$ cat config.mk
export PLATFORM = sky130hd
export DESIGN_NAME = sync_length_packet_framer_core
export DESIGN_NICKNAME = d
export VERILOG_FILES = /design/src/hw/rtl/slpf_pkg.sv /design/src/hw/rtl/slpf_in_stage.sv /design/src/hw/rtl/slpf_framer.sv /design/src/hw/rtl/sync_length_packet_framer_core.sv
export SDC_FILE = /design/constraint.sdc
export NUM_CORES = 1
export LEC_CHECK = 0
export ABC_AREA = 0
export BUFFER_PORTS_ARGS = -buffer_cell sky130_fd_sc_hd__buf_2
export CELL_PAD_IN_SITES_DETAIL_PLACEMENT = 0
export CELL_PAD_IN_SITES_GLOBAL_PLACEMENT = 1
export CORE_UTILIZATION = 35
export CTS_BUF_LIST = sky130_fd_sc_hd__clkbuf_4
export DETAILED_ROUTE_END_ITERATION = 12
export PLACE_DENSITY = 0.68
export RECOVER_POWER = 50
export SLEW_MARGIN = 10
export SYNTH_ARGS = -nofsm -noshare
export SYNTH_HDL_FRONTEND = slang
export SYNTH_HIERARCHICAL = 1
export SYNTH_SLANG_ARGS = --single-unit
$ cat constraint.sdc
create_clock -name i_clk -period 5.9 [get_ports i_clk]
set_input_delay 0.295 -clock i_clk [delete_from_list [all_inputs] [get_ports i_clk]]
set_output_delay 0.295 -clock i_clk [all_outputs]
set_load 0.005 [all_outputs]
$ cat src/hw/rtl/slpf_pkg.sv
`timescale 1ns / 1ps
// ----------------------------------------------------------------------------
// slpf_pkg
// Shared constants, types and helpers for the length-prefixed packet framer.
// ----------------------------------------------------------------------------
package slpf_pkg;

    // largest frame the block is built for
    localparam int MAX_FRAME_BYTES = 4096;

    // field widths
    localparam int BYTE_W  = 8;
    localparam int POS_W   = 12;
    localparam int LIMIT_W = 12;
    localparam int LEN_W   = 16;

    // marker bytes
    localparam logic [BYTE_W-1:0] SYNC_FIRST  = 8'hA0;
    localparam logic [BYTE_W-1:0] SYNC_SECOND = 8'hA1;
    localparam logic [BYTE_W-1:0] TERM_CR     = 8'h0D;
    localparam logic [BYTE_W-1:0] TERM_LF     = 8'h0A;

    // limit clamp values
    localparam logic [LIMIT_W-1:0] LIMIT_FLOOR = 12'd8;
    localparam logic [LIMIT_W-1:0] LIMIT_CAP   =
        (MAX_FRAME_BYTES > 4095) ? 12'd4095 : MAX_FRAME_BYTES[LIMIT_W-1:0];
    localparam logic [LIMIT_W-1:0] LIMIT_RESET = 12'd4095;

    // one result transaction
    typedef struct packed {
        logic [BYTE_W-1:0] data_byte;
        logic [POS_W-1:0]  byte_position;
        logic              in_packet;
        logic              sync_found;
        logic              packet_good;
        logic              attempt_abort;
    } t_result;

    // effective limit minus one, as used by the abort compare
    function automatic logic [LIMIT_W-1:0] limit_minus_one(input logic [LIMIT_W-1:0] lim);
        logic [LIMIT_W-1:0] eff;
        eff = lim;
        if (eff < LIMIT_FLOOR) begin
            eff = LIMIT_FLOOR;
        end
        if (eff > LIMIT_CAP) begin
            eff = LIMIT_CAP;
        end
        return eff - 12'd1;
    endfunction

endpackage

$ cat src/hw/rtl/slpf_in_stage.sv
`timescale 1ns / 1ps
// ----------------------------------------------------------------------------
// slpf_in_stage
// Input register for received bytes; takes a new byte whenever it is empty or
// the held one moves on in the same cycle.
// ----------------------------------------------------------------------------
module slpf_in_stage (
    input  logic                       i_clk,
    input  logic                       i_rst_n,
    input  logic                       i_valid,
    output logic                       o_ready,
    input  logic [slpf_pkg::BYTE_W-1:0] i_byte,
    output logic                       o_valid,
    output logic [slpf_pkg::BYTE_W-1:0] o_byte,
    input  logic                       i_take
);
    import slpf_pkg::*;

    logic              r_valid;
    logic [BYTE_W-1:0] r_byte;

    assign o_ready = !r_valid || i_take;
    assign o_valid = r_valid;
    assign o_byte  = r_byte;

    // valid flag
    always_ff @(posedge i_clk) begin
        if (!i_rst_n) begin
            r_valid <= 1'b0;
        end else if (o_ready) begin
            r_valid <= i_valid;
        end
    end

    // payload, no reset
    always_ff @(posedge i_clk) begin
        if (o_ready && i_valid) begin
            r_byte <= i_byte;
        end
    end

endmodule

$ cat src/hw/rtl/slpf_framer.sv
`timescale 1ns / 1ps
// ----------------------------------------------------------------------------
// slpf_framer
// Sync hunt, length capture, terminator check and byte limit, one byte per
// cycle while results are taken, with the result register on the output side.
// ----------------------------------------------------------------------------
module slpf_framer (
    input  logic                         i_clk,
    input  logic                         i_rst_n,
    input  logic                         i_valid,
    input  logic [slpf_pkg::BYTE_W-1:0]  i_byte,
    output logic                         o_take,
    input  logic [slpf_pkg::LIMIT_W-1:0] i_limit_m1,
    output logic                         o_valid,
    input  logic                         i_ready,
    output slpf_pkg::t_result            o_result
);
    import slpf_pkg::*;

    // framing state
    logic              r_synced;
    logic [POS_W-1:0]  r_pos;
    logic [BYTE_W-1:0] r_prev;
    logic [LEN_W-1:0]  r_len;
    logic              n_synced;
    logic [POS_W-1:0]  n_pos;
    logic [BYTE_W-1:0] n_prev;
    logic [LEN_W-1:0]  n_len;

    // result register
    logic    r_out_valid;
    t_result r_out;
    t_result n_out;

    logic             sync_hit;
    logic             good;
    logic             over;
    logic             abort_hit;
    logic             pos_nz;
    logic [POS_W:0]   next_pos;
    logic [LEN_W:0]   end_pos;

    assign o_take   = i_valid && (!r_out_valid || i_ready);
    assign o_valid  = r_out_valid;
    assign o_result = r_out;

    // byte decision
    always_comb begin
        pos_nz   = (r_pos != '0);
        end_pos  = {1'b0, r_len} + 17'd6;
        next_pos = {1'b0, r_pos} + 13'd1;
        sync_hit = pos_nz && !r_synced && (i_byte == SYNC_SECOND) && (r_prev == SYNC_FIRST);
        good     = pos_nz && r_synced && (i_byte == TERM_LF) && (r_prev == TERM_CR)
                   && ({{(LEN_W-POS_W){1'b0}}, 1'b0, r_pos} == end_pos);
        over      = (next_pos >= {1'b0, i_limit_m1});
        abort_hit = !sync_hit && !good && over;

        // payload length capture
        n_len = r_len;
        if (pos_nz && r_synced && !good) begin
            if (r_pos == 12'd2) begin
                n_len = {i_byte, 8'h00};
            end else if (r_pos == 12'd3) begin
                n_len = {r_len[LEN_W-1:8], i_byte};
            end
        end

        // attempt state
        priority if (sync_hit) begin
            n_synced = 1'b1;
            n_pos    = 12'd2;
            n_prev   = i_byte;
        end else if (good || abort_hit) begin
            n_synced = 1'b0;
            n_pos    = '0;
            n_prev   = '0;
        end else begin
            n_synced = r_synced;
            n_pos    = next_pos[POS_W-1:0];
            n_prev   = i_byte;
        end

        n_out.data_byte     = i_byte;
        n_out.byte_position = sync_hit ? 12'd1 : r_pos;
        n_out.in_packet     = r_synced || sync_hit;
        n_out.sync_found    = sync_hit;
        n_out.packet_good   = good;
        n_out.attempt_abort = abort_hit;
    end

    // state and output valid
    always_ff @(posedge i_clk) begin
        if (!i_rst_n) begin
            r_synced    <= 1'b0;
            r_pos       <= '0;
            r_prev      <= '0;
            r_len       <= '0;
            r_out_valid <= 1'b0;
        end else begin
            if (o_take) begin
                r_synced <= n_synced;
                r_pos    <= n_pos;
                r_prev   <= n_prev;
                r_len    <= n_len;
            end
            if (o_take) begin
                r_out_valid <= 1'b1;
            end else if (i_ready) begin
                r_out_valid <= 1'b0;
            end
        end
    end

    // result payload
    always_ff @(posedge i_clk) begin
        if (o_take) begin
            r_out <= n_out;
        end
    end

    // at most one event flag per byte
    a_flags_exclusive: assert property (@(posedge i_clk) disable iff (!i_rst_n)
        o_take |-> $countones({sync_hit, good, abort_hit}) <= 1)
        else $error("framer event flags overlap");

    // a sync byte always reports position one inside the packet
    a_sync_position: assert property (@(posedge i_clk) disable iff (!i_rst_n)
        (r_out_valid && r_out.sync_found) |-> (r_out.byte_position == 12'd1 && r_out.in_packet))
        else $error("sync byte with wrong position");

    // an ended attempt restarts hunting from position zero
    a_restart: assert property (@(posedge i_clk) disable iff (!i_rst_n)
        (o_take && (good || abort_hit)) |=> (r_pos == '0 && !r_synced && r_prev == '0))
        else $error("attempt not restarted");

    // a good frame ends on a line feed inside a packet
    a_good_end: assert property (@(posedge i_clk) disable iff (!i_rst_n)
        (r_out_valid && r_out.packet_good) |-> (r_out.data_byte == TERM_LF && r_out.in_packet))
        else $error("good frame without line feed");

endmodule

$ cat src/hw/rtl/sync_length_packet_framer_core.sv
`timescale 1ns / 1ps
// ----------------------------------------------------------------------------
// sync_length_packet_framer_core
// Finds A0 A1 sync, 16-bit length, 0D 0A terminated packets in a byte stream
// and echoes each byte with its position and framing flags.
// ----------------------------------------------------------------------------
// One byte is accepted every cycle and each byte yields exactly one result,
// passing the input register and then the result register; the framing
// decision between them is a few compares and a 13-bit increment, so the
// rate stays at one byte per clock for as long as the output side keeps
// taking results. frame_limit is clamped to 8 at the low end and loaded into
// a register at write time; it should be written only while the stream idles.
// There is no clearing pass after reset.
module sync_length_packet_framer_core (
    input  logic        i_clk,
    input  logic        i_rst_n,
    // byte input
    input  logic        i_s_axis_tvalid,
    output logic        o_s_axis_tready,
    input  logic [7:0]  i_s_axis_tdata,   // [7:0] rx_byte
    // result output
    output logic        o_m_axis_tvalid,
    input  logic        i_m_axis_tready,
    output logic [23:0] o_m_axis_tdata,   // [7:0] data_byte, [19:8] byte_position, [23:20] zero
    output logic [2:0]  o_m_axis_tuser,   // [0] in_packet, [1] sync_found, [2] attempt_abort
    output logic        o_m_axis_tlast,   // packet_good
    // frame limit write
    input  logic        i_cfg_valid,
    output logic        o_cfg_ready,
    input  logic [11:0] i_cfg_data        // frame_limit
);
    import slpf_pkg::*;

    logic [LIMIT_W-1:0] r_limit_m1;
    logic               in_valid;
    logic [BYTE_W-1:0]  in_byte;
    logic               take;
    t_result            result;

    assign o_cfg_ready = 1'b1;

    // frame limit register
    always_ff @(posedge i_clk) begin
        if (!i_rst_n) begin
            r_limit_m1 <= limit_minus_one(LIMIT_RESET);
        end else if (i_cfg_valid) begin
            r_limit_m1 <= limit_minus_one(i_cfg_data);
        end
    end

    slpf_in_stage u_in (
        .i_clk   (i_clk),
        .i_rst_n (i_rst_n),
        .i_valid (i_s_axis_tvalid),
        .o_ready (o_s_axis_tready),
        .i_byte  (i_s_axis_tdata),
        .o_valid (in_valid),
        .o_byte  (in_byte),
        .i_take  (take)
    );

    slpf_framer u_framer (
        .i_clk      (i_clk),
        .i_rst_n    (i_rst_n),
        .i_valid    (in_valid),
        .i_byte     (in_byte),
        .o_take     (take),
        .i_limit_m1 (r_limit_m1),
        .o_valid    (o_m_axis_tvalid),
        .i_ready    (i_m_axis_tready),
        .o_result   (result)
    );

    // output packing
    assign o_m_axis_tdata = {4'b0000, result.byte_position, result.data_byte};
    assign o_m_axis_tuser = {result.attempt_abort, result.sync_found, result.in_packet};
    assign o_m_axis_tlast = result.packet_good;

endmodule

==> results of run 1 <==
cells in the mapped netlist (3+ instances only):
master and count:
sky130_fd_sc_hd__nand4_1 9, sky130_fd_sc_hd__buf_2 5, sky130_fd_sc_hd__nor2_1 26, sky130_fd_sc_hd__dfxtp_1 51, sky130_fd_sc_hd__nand2_1 45, sky130_fd_sc_hd__nor3_1 12, sky130_fd_sc_hd__xnor2_1 17, sky130_fd_sc_hd__a21oi_1 24
sky130_fd_sc_hd__ha_1 17, sky130_fd_sc_hd__nand2b_1 7, sky130_fd_sc_hd__buf_4 5, sky130_fd_sc_hd__and2_1 15, sky130_fd_sc_hd__nand3_1 24, sky130_fd_sc_hd__and3_1 3, sky130_fd_sc_hd__or3_1 5, sky130_fd_sc_hd__xor2_1 4
sky130_fd_sc_hd__nor2b_1 5, sky130_fd_sc_hd__o21a_1 8, sky130_fd_sc_hd__o21ai_1 13, sky130_fd_sc_hd__mux2i_1 9, sky130_fd_sc_hd__a31oi_1 4, sky130_fd_sc_hd__a21boi_1 3, sky130_fd_sc_hd__clkbuf_1 21, sky130_fd_sc_hd__a221o_1 3
sky130_fd_sc_hd__o21ai_0 10, sky130_fd_sc_hd__and4_1 3, sky130_fd_sc_hd__a22o_1 7, sky130_fd_sc_hd__o31ai_1 4, sky130_fd_sc_hd__o2111ai_1 5, sky130_fd_sc_hd__buf_6 3, sky130_fd_sc_hd__inv_1 27, sky130_fd_sc_hd__edfxtp_1 32
sky130_fd_sc_hd__nor4_1 13, sky130_fd_sc_hd__or4_1 3, sky130_fd_sc_hd__a32o_1 3
layout by cell type (no fill, tap or decap), types with 5 or more instances in the layout:
cell and instances:
sky130_fd_sc_hd__or3_1 5, sky130_fd_sc_hd__o21a_1 8, sky130_fd_sc_hd__a21oi_1 24, sky130_fd_sc_hd__mux2i_1 9, sky130_fd_sc_hd__nor2_1 26, sky130_fd_sc_hd__o2111ai_1 5, sky130_fd_sc_hd__nand3_1 24, sky130_fd_sc_hd__dfxtp_1 51
sky130_fd_sc_hd__nand4_1 9, sky130_fd_sc_hd__clkbuf_4 9, sky130_fd_sc_hd__o21ai_0 13, sky130_fd_sc_hd__buf_2 26, sky130_fd_sc_hd__nand2_1 45, sky130_fd_sc_hd__nor2b_1 5, sky130_fd_sc_hd__nor3_1 12, sky130_fd_sc_hd__ha_1 17
sky130_fd_sc_hd__conb_1 5, sky130_fd_sc_hd__inv_1 27, sky130_fd_sc_hd__a22o_1 7, sky130_fd_sc_hd__clkbuf_1 25, sky130_fd_sc_hd__nand2b_1 8, sky130_fd_sc_hd__edfxtp_1 32, sky130_fd_sc_hd__nor4_1 14, sky130_fd_sc_hd__xnor2_1 17
sky130_fd_sc_hd__dlygate4sd3_1 8, sky130_fd_sc_hd__o21ai_1 11, sky130_fd_sc_hd__and2_1 15
state kept, by name, indices dropped and copies added (netlist names):
register           flops
r_limit_m1            12
u_framer/o_result     24
u_framer/o_valid       1
u_framer/r_len        16
u_framer/r_pos        12
u_framer/r_prev        8
u_framer/r_synced      1
u_in/o_byte            8
u_in/o_valid           1
metrics by stage:
step / instance area [um2] / setup WS [ns]
6_report: 5100 / 1.63
5_1_grt: 5100 / 1.33
4_1_cts: 5160 / 1.73
3_5_place_dp: 4940 / 1.77
3_3_place_gp: 4940 / 1.89
2_1_floorplan: 4660 / 2.87
layout make-up:
cell class | count | share of cell area
Clock inverter | 7 | 0.0133
Timing Repair Buffer | 59 | 0.0596
Multi-Input combinational cell | 356 | 0.461
Sequential cell | 83 | 0.389
Tap cell | 172 | 0.0422
Clock buffer | 9 | 0.0133
Inverter | 29 | 0.0214
power by group through the flow:
| stage | sequential [W] | combinational (W) | clock [W] |
|---|---|---|---|
| 2_1_floorplan | 0.000646 | 0.0000647 | 0 |
| 3_3_place_gp | 0.000651 | 0.0000982 | 0 |
| 3_5_place_dp | 0.000651 | 0.0000993 | 0 |
| 4_1_cts | 0.000639 | 0.000104 | 0.000342 |
| 5_1_grt | 0.000642 | 0.000111 | 0.000359 |
| 6_report | 0.000638 | 0.0000987 | 0.000327 |
cells by family (layout without fill, tap and decap cells):
group / Yosys count / in the layout / synth area share
other: 2 / 5 / 0.00162
multiplexers: 10 / 10 / 0.0218
AO/OA/AOI/OAI: 111 / 111 / 0.167
flip-flops: 83 / 83 / 0.427
buffers and inverters: 65 / 104 / 0.0636
AND/OR/NAND/NOR: 192 / 192 / 0.234
adder cells (fa/ha/maj): 17 / 17 / 0.0458
XOR/XNOR: 21 / 21 / 0.0396
layer usage:
layer  GRT usage  part of all wire
met1       0.242              0.50
met4      0.0506            0.0076
met2       0.279              0.45
met5           0                 0
met3      0.0417             0.042
path summary, 6_finish.rpt:
path                             to  slack, ns  cells after the start              start
setup / recovery  u_framer/r_pos[0]       1.63                     13  u_framer/r_pos[1]
hold reg to reg    u_framer/o_valid       0.48                      2       u_in/o_valid
hold / removal        r_limit_m1[0]       0.08                      2      i_cfg_data[0]
setup reg to reg  u_framer/r_pos[0]       1.63                     13  u_framer/r_pos[1]
==> impl_metrics.toml, run 1 <==
[worst_setup_path]
max_stage_delay_ns = 1.15
end_kind = "register"
timing.critical_path.from_type = "register"
worst-endpoint-required_ns = 6.29
crit_path_max_fanout = 12
criticalPathCategory = "register to register"
cp.arrival_ns = 4.67
cpLargestDelayFamily = "simple AND/OR/NAND/NOR gates"
crit_path_cell_trace = "ha_1 > nand3_1 > nor2_1 > nand3_1 > nor2_1 > xor2_1 > ha_1 > a21o_1 > a21oi_1 > o31a_1 > o21ai_1 > nor3_1 > mux2_2"
crit_buf_inv = 0
timing.critical_path.slowest_stage_cell = "sky130_fd_sc_hd__nor3_1"

[sta]
slew_violations = 36
max_slew.worst_pin.slew_ns = 1.54
skew_ns = 0.0117
hold_viol = 0
fmax_mhz = 234
setup-tns-final_ns = 0
fin_hold_ws_ns = 0.0780
setup_violations = 0
rsz0062_at_grt = "false"
timing.max_slew.rel_slack = -0.0284
final.period_utilization = 0.724
post-route-min-period_ns = 4.27

[route]
vias = 3810
drc = 0
dr.pass1.iters = 4
post_drt_wl_per_cell_um = 16.0
iteration_0_drc_markers = 234
detail_route.wirelength_mm = 11.4
final_antenna_violating_net_count = 0
vias_per_cell = 5.33

[pwr]
post-layout-total-power_w = 0.00106
power.leakage_nw = 1.91
power.share.switching = 0.260
p_int_w = 0.000788
clock_power_share = 0.308
power_density_nw_per_um2 = 209
worst_vdd_rail_ir_drop_uv = 137
power.share.combinational = 0.093
net_switching_power_of_the_design_w = 0.000276
sequentialPowerShare = 0.600

[place]
globalplace.congestion = 0.810
port_buf_inserts = 50
dp.cells = 691
dp.final_hpwl_mm = 8.20

[cts]
clockBufferDepth = 2
clkSinkCount = 83
cts-resized-gates = 0
clock_tree_from_tritoncts = "yes"
htree_num_levels = 3
clk_root_buf = "sky130_fd_sc_hd__clkbuf_4"
clk_latency_ns = 0.45
postCtsSetupBuffers = 0
clkTransAtPathRegs_ns = 0.13
clock_buffers_created_by_tritoncts = 9
holdBufCountCts = 8

[finish]
fillCellCount = 1320
finish.cell_count_without_fillers = 715
utilization = 0.399
fin_nets = 580
multi_input_gate_area_um2 = 2350
antenna_diode_count = 0
layout-drive-gt1-share = 0.0958
area_growth_syn_to_layout_pct = 9.75
register_area_um2 = 1980

[yosys]
netlist.area_leader.share = 0.220
synth_largest_area_cell = "sky130_fd_sc_hd__dfxtp_1"
yosysWarningCount = 6
mappedNetlistArea_um2 = 4640
ys_ff_latch = 83
gate_count_of_the_mapped_netlist = 501
number_of_flops_mapped_to_enable_cells_by_yosys = 32
async_flop_share = 0
top_post_synthesis_cells_by_area = "sky130_fd_sc_hd__dfxtp_1 (22%), sky130_fd_sc_hd__edfxtp_1 (21%), sky130_fd_sc_hd__ha_1 (4.6%)"
synth.avg_cell_area_um2 = 9.27
ys_seq_area_frac = 0.427
post_synth_num_cell_types = 76
postSynth.topFlopCell = "sky130_fd_sc_hd__dfxtp_1"

[global_route]
grt_first_pass_wirelength_mm = 18.2
grt_usage = 0.177
grt_overflow = 0
via_count_of_the_first_global_routing_pass = 3428
grt_start_max_net_pins = 36
number_of_antenna_violations_at_the_first_check_in_global_routing = 0

[worst_hold_path]
hold_path_class = "input pin to register"

[status]
violations = "max-capacitance violations, max-slew violations"
outcome = "finished with violations"

[floorplanning]
die_height_um = 117
coreArea_um2 = 12800
chipWidth_um = 117
initial_utilization = 0.364
ioPinCount = 56
dieArea_um2 = 13700
rows = 41

[flow_run]
max_cap_check_violation_count = 1
(Power assumes the default switching activity.)
==> run 2: changes to the inputs <==
Settings changed: ABC_AREA 0 to 1, PLACE_DENSITY 0.68 to 0.7.
Clock period 5.9 ns to 4.4 ns, I/O delays scaled along.
==> run 2 against run 1 <==
  * The run ends with design-rule violations left
  * Hold slack worse by 0.035 ns
  * Register-to-register slack worse by 0.68 ns
  * Clock power up 33%
==> impl_metrics.toml, run 2 <==
[yosys]
number_of_flops_mapped_to_enable_cells_by_yosys = 32
top_post_synthesis_cells_by_area = "sky130_fd_sc_hd__dfxtp_1 (19%), sky130_fd_sc_hd__edfxtp_1 (18%), sky130_fd_sc_hd__nand2_1 (13%)"
gate_count_of_the_mapped_netlist = 733
synth-simple-area-share = 0.370
yosysWarningCount = 6
async_flop_share = 0
netlist.area_leader.share = 0.193
synth.avg_cell_area_um2 = 7.23
synth_commonest_cells = "sky130_fd_sc_hd__nand2_1 (177), sky130_fd_sc_hd__nor2_1 (93), sky130_fd_sc_hd__inv_1 (91)"
synth_fa_ha_area_frac = 0.0402
postSynth.topFlopCell = "sky130_fd_sc_hd__dfxtp_1"
muxShareOfSynthArea = 0
compound_gate_portion_of_the_synthesized_area = 0.0732
post_synth_num_cell_types = 49
ys_seq_area_frac = 0.374
ys_ff_latch = 83
mappedNetlistArea_um2 = 5300
post_synth_xor_area_fraction = 0.0298
synth_top_family_by_area = "simple AND/OR/NAND/NOR gates"
synth_largest_area_cell = "sky130_fd_sc_hd__dfxtp_1"
library_cell_with_the_highest_instance_count_after_synthesis = "sky130_fd_sc_hd__nand2_1"

[route]
vias = 4668
vias_per_cell = 4.80
dr.pass1.iters = 9
post_drt_wl_per_cell_um = 14.0
detail_route.wirelength_mm = 13.6
drc = 4
final_antenna_violating_net_count = 0
iteration_0_drc_markers = 294

[sta]
fmax_mhz = 279
post_layout_worst_setup_margin_ns = 0.819
skew_ns = 0.0127
post-route-min-period_ns = 3.58
final.period_utilization = 0.814
setup_violations = 0
max_slew.worst_pin.slew_ns = 1.41
hold_viol = 0
setup-tns-final_ns = 0
rsz0062_at_grt = "false"
slew_violations = 0
timing.max_slew.rel_slack = 0.0614

[finish]
antenna_diode_count = 0
area_growth_syn_to_layout_pct = 10.1
layout-drive-gt1-share = 0.142
mostFrequentLayoutCell = "sky130_fd_sc_hd__nand2_1"
fin_nets = 825
largest_register_ffs = 24
most-common-layout-cells = "sky130_fd_sc_hd__nand2_1 (178), sky130_fd_sc_hd__nor2_1 (94), sky130_fd_sc_hd__inv_1 (93), sky130_fd_sc_hd__nand3_1 (53), sky130_fd_sc_hd__dfxtp_1 (51)"

[floorplanning]
coreArea_um2 = 14600
dieArea_um2 = 15600
initial_utilization = 0.362
chipWidth_um = 125
ioPinCount = 56
die_height_um = 125
rows = 44

[place]
dp.final_hpwl_mm = 10.3
globalplace.congestion = 0.856
placement_stage_worst_setup_slack_ns = 0.966
port_buf_inserts = 50

[flow_run]
max_cap_check_violation_count = 0

[worst_setup_path]
timing.critical_path.from_type = "input pin"
worst-endpoint-required_ns = 4.18
crit_path_max_fanout = 29
critical_path.startpoint = "i_m_axis_tready"
end_kind = "output port"
cp.arrival_ns = 3.36
criticalPathCategory = "input pin to output port"
worst_r2r_startpoint = "u_framer/o_valid"

[pwr]
sequentialPowerShare = 0.590
net_switching_power_of_the_design_w = 0.000434
power.share.switching = 0.299
p_int_w = 0.00102
clock_power_share = 0.299
worst_vdd_rail_ir_drop_uv = 192
power_density_nw_per_um2 = 249
power.leakage_nw = 2.77
power.share.combinational = 0.110

[global_route]
via_count_of_the_first_global_routing_pass = 4559
grt_first_pass_wirelength_mm = 22.7
number_of_antenna_violations_at_the_first_check_in_global_routing = 0
grt_start_max_net_pins = 30
grt_overflow = 0
grt_usage = 0.185

[cts]
clk_latency_ns = 0.48
cts-resized-gates = 0
clkTransAtPathRegs_ns = 0.15
clkSinkCount = 83
clock_tree_from_tritoncts = "yes"
clock_buffers_created_by_tritoncts = 9
postCtsSetupBuffers = 0
htree_num_levels = 3
clockBufferDepth = 2
clk_root_buf = "sky130_fd_sc_hd__clkbuf_4"

[worst_hold_path]
hold_path_class = "input pin to register"
holdCritStartpoint = "i_cfg_valid"

[status]
violations = "design-rule violations"
outcome = "finished with violations"
## run 2: cell count changes after synthesis, sizes merged, moves of 8 or more
cell,change
nor2,+84
xor2,+9
xnor2,-12
a21oi,+17
o21ai,-10
nand2,+146
clkbuf,-16
nand2b,-8
and2,-16
inv,+78
mux2i,-9
nand4,+13
nand3,+31
## run 2: power by group through the flow
stage          clock network, W  registers [W]  logic (W)
2_1_floorplan                 0       0.000867   0.000106
3_3_place_gp                  0       0.000873   0.000154
3_5_place_dp                  0       0.000874   0.000157
4_1_cts                0.000458       0.000857   0.000165
5_1_grt                0.000485       0.000862   0.000182
6_report               0.000434       0.000856   0.000160
## run 2: layout make-up
type | count | area [um2]
clock buffer | 9 | 67.6
clock inverter | 7 | 58.8
fill | 1583 | 8810
inverter | 111 | 417
multi-input combinational | 515 | 2710
sequential | 83 | 1980
tap | 184 | 230
timing repair buffer | 63 | 360
## run 2: through the flow
step           utilization  power (W)  cell area, um2  hold slack, ns  std cells
2_1_floorplan            -   0.000973            5310           0.304        736
3_3_place_gp         0.385    0.00103            5630           0.397        945
3_5_place_dp         0.385    0.00103            5630           0.398        945
4_1_cts              0.401    0.00148            5870         0.00970        972
5_1_grt              0.398    0.00153            5830          0.0362        972
6_report             0.398    0.00145            5830          0.0425        972
## run 2: per-layer routing
metal  wire [um]  part of all wire  GRT usage  vias up
met1        6830              0.50      0.256     2121
met3         484             0.035     0.0265       18
met5           0                 0          0        -
li1            -                 -          -     2444
met2        6060              0.44      0.292       85
met4         270             0.020     0.0689        0
## run 2: kinds of logic (layout without fill, tap and decap cells)
| group | count (synthesis) | in the layout |
|---|---|---|
| simple gates | 408 | 408 |
| buf+inv | 138 | 190 |
| flops | 83 | 83 |
| compound gates | 67 | 67 |
| xor+xnor | 18 | 18 |
| fa+ha+maj | 17 | 17 |
| other cells | 2 | 5 |
## run 2: final timing paths
check                 endpoint  slack, ns  cells past startpoint
max            o_s_axis_tready       0.82                     10
min              r_limit_m1[5]       0.04                      3
max reg2reg  u_framer/r_len[7]       0.95                      9
min reg2reg      r_limit_m1[2]       0.49                      2
## run 2: repair_timing
| action | 4_1_cts | 5_1_grt |
|---|---|---|
| setup endpoints to repair | 0 | 0 |
| endpoints found under the hold margin | 11 | 0 |
| hold buffers | 11 | 0 |
## run 2: worst max-delay path: stages
cell and delay, ns:
sky130_fd_sc_hd__dlygate4sd3_1 0.53, sky130_fd_sc_hd__buf_2 0.12, sky130_fd_sc_hd__inv_1 0.04, sky130_fd_sc_hd__nand2_1 0.05, sky130_fd_sc_hd__nand2_1 0.05, sky130_fd_sc_hd__clkbuf_1 1.02, sky130_fd_sc_hd__clkinv_1 0.85, sky130_fd_sc_hd__inv_1 0.26
sky130_fd_sc_hd__nand2_2 0.08, sky130_fd_sc_hd__buf_2 0.13
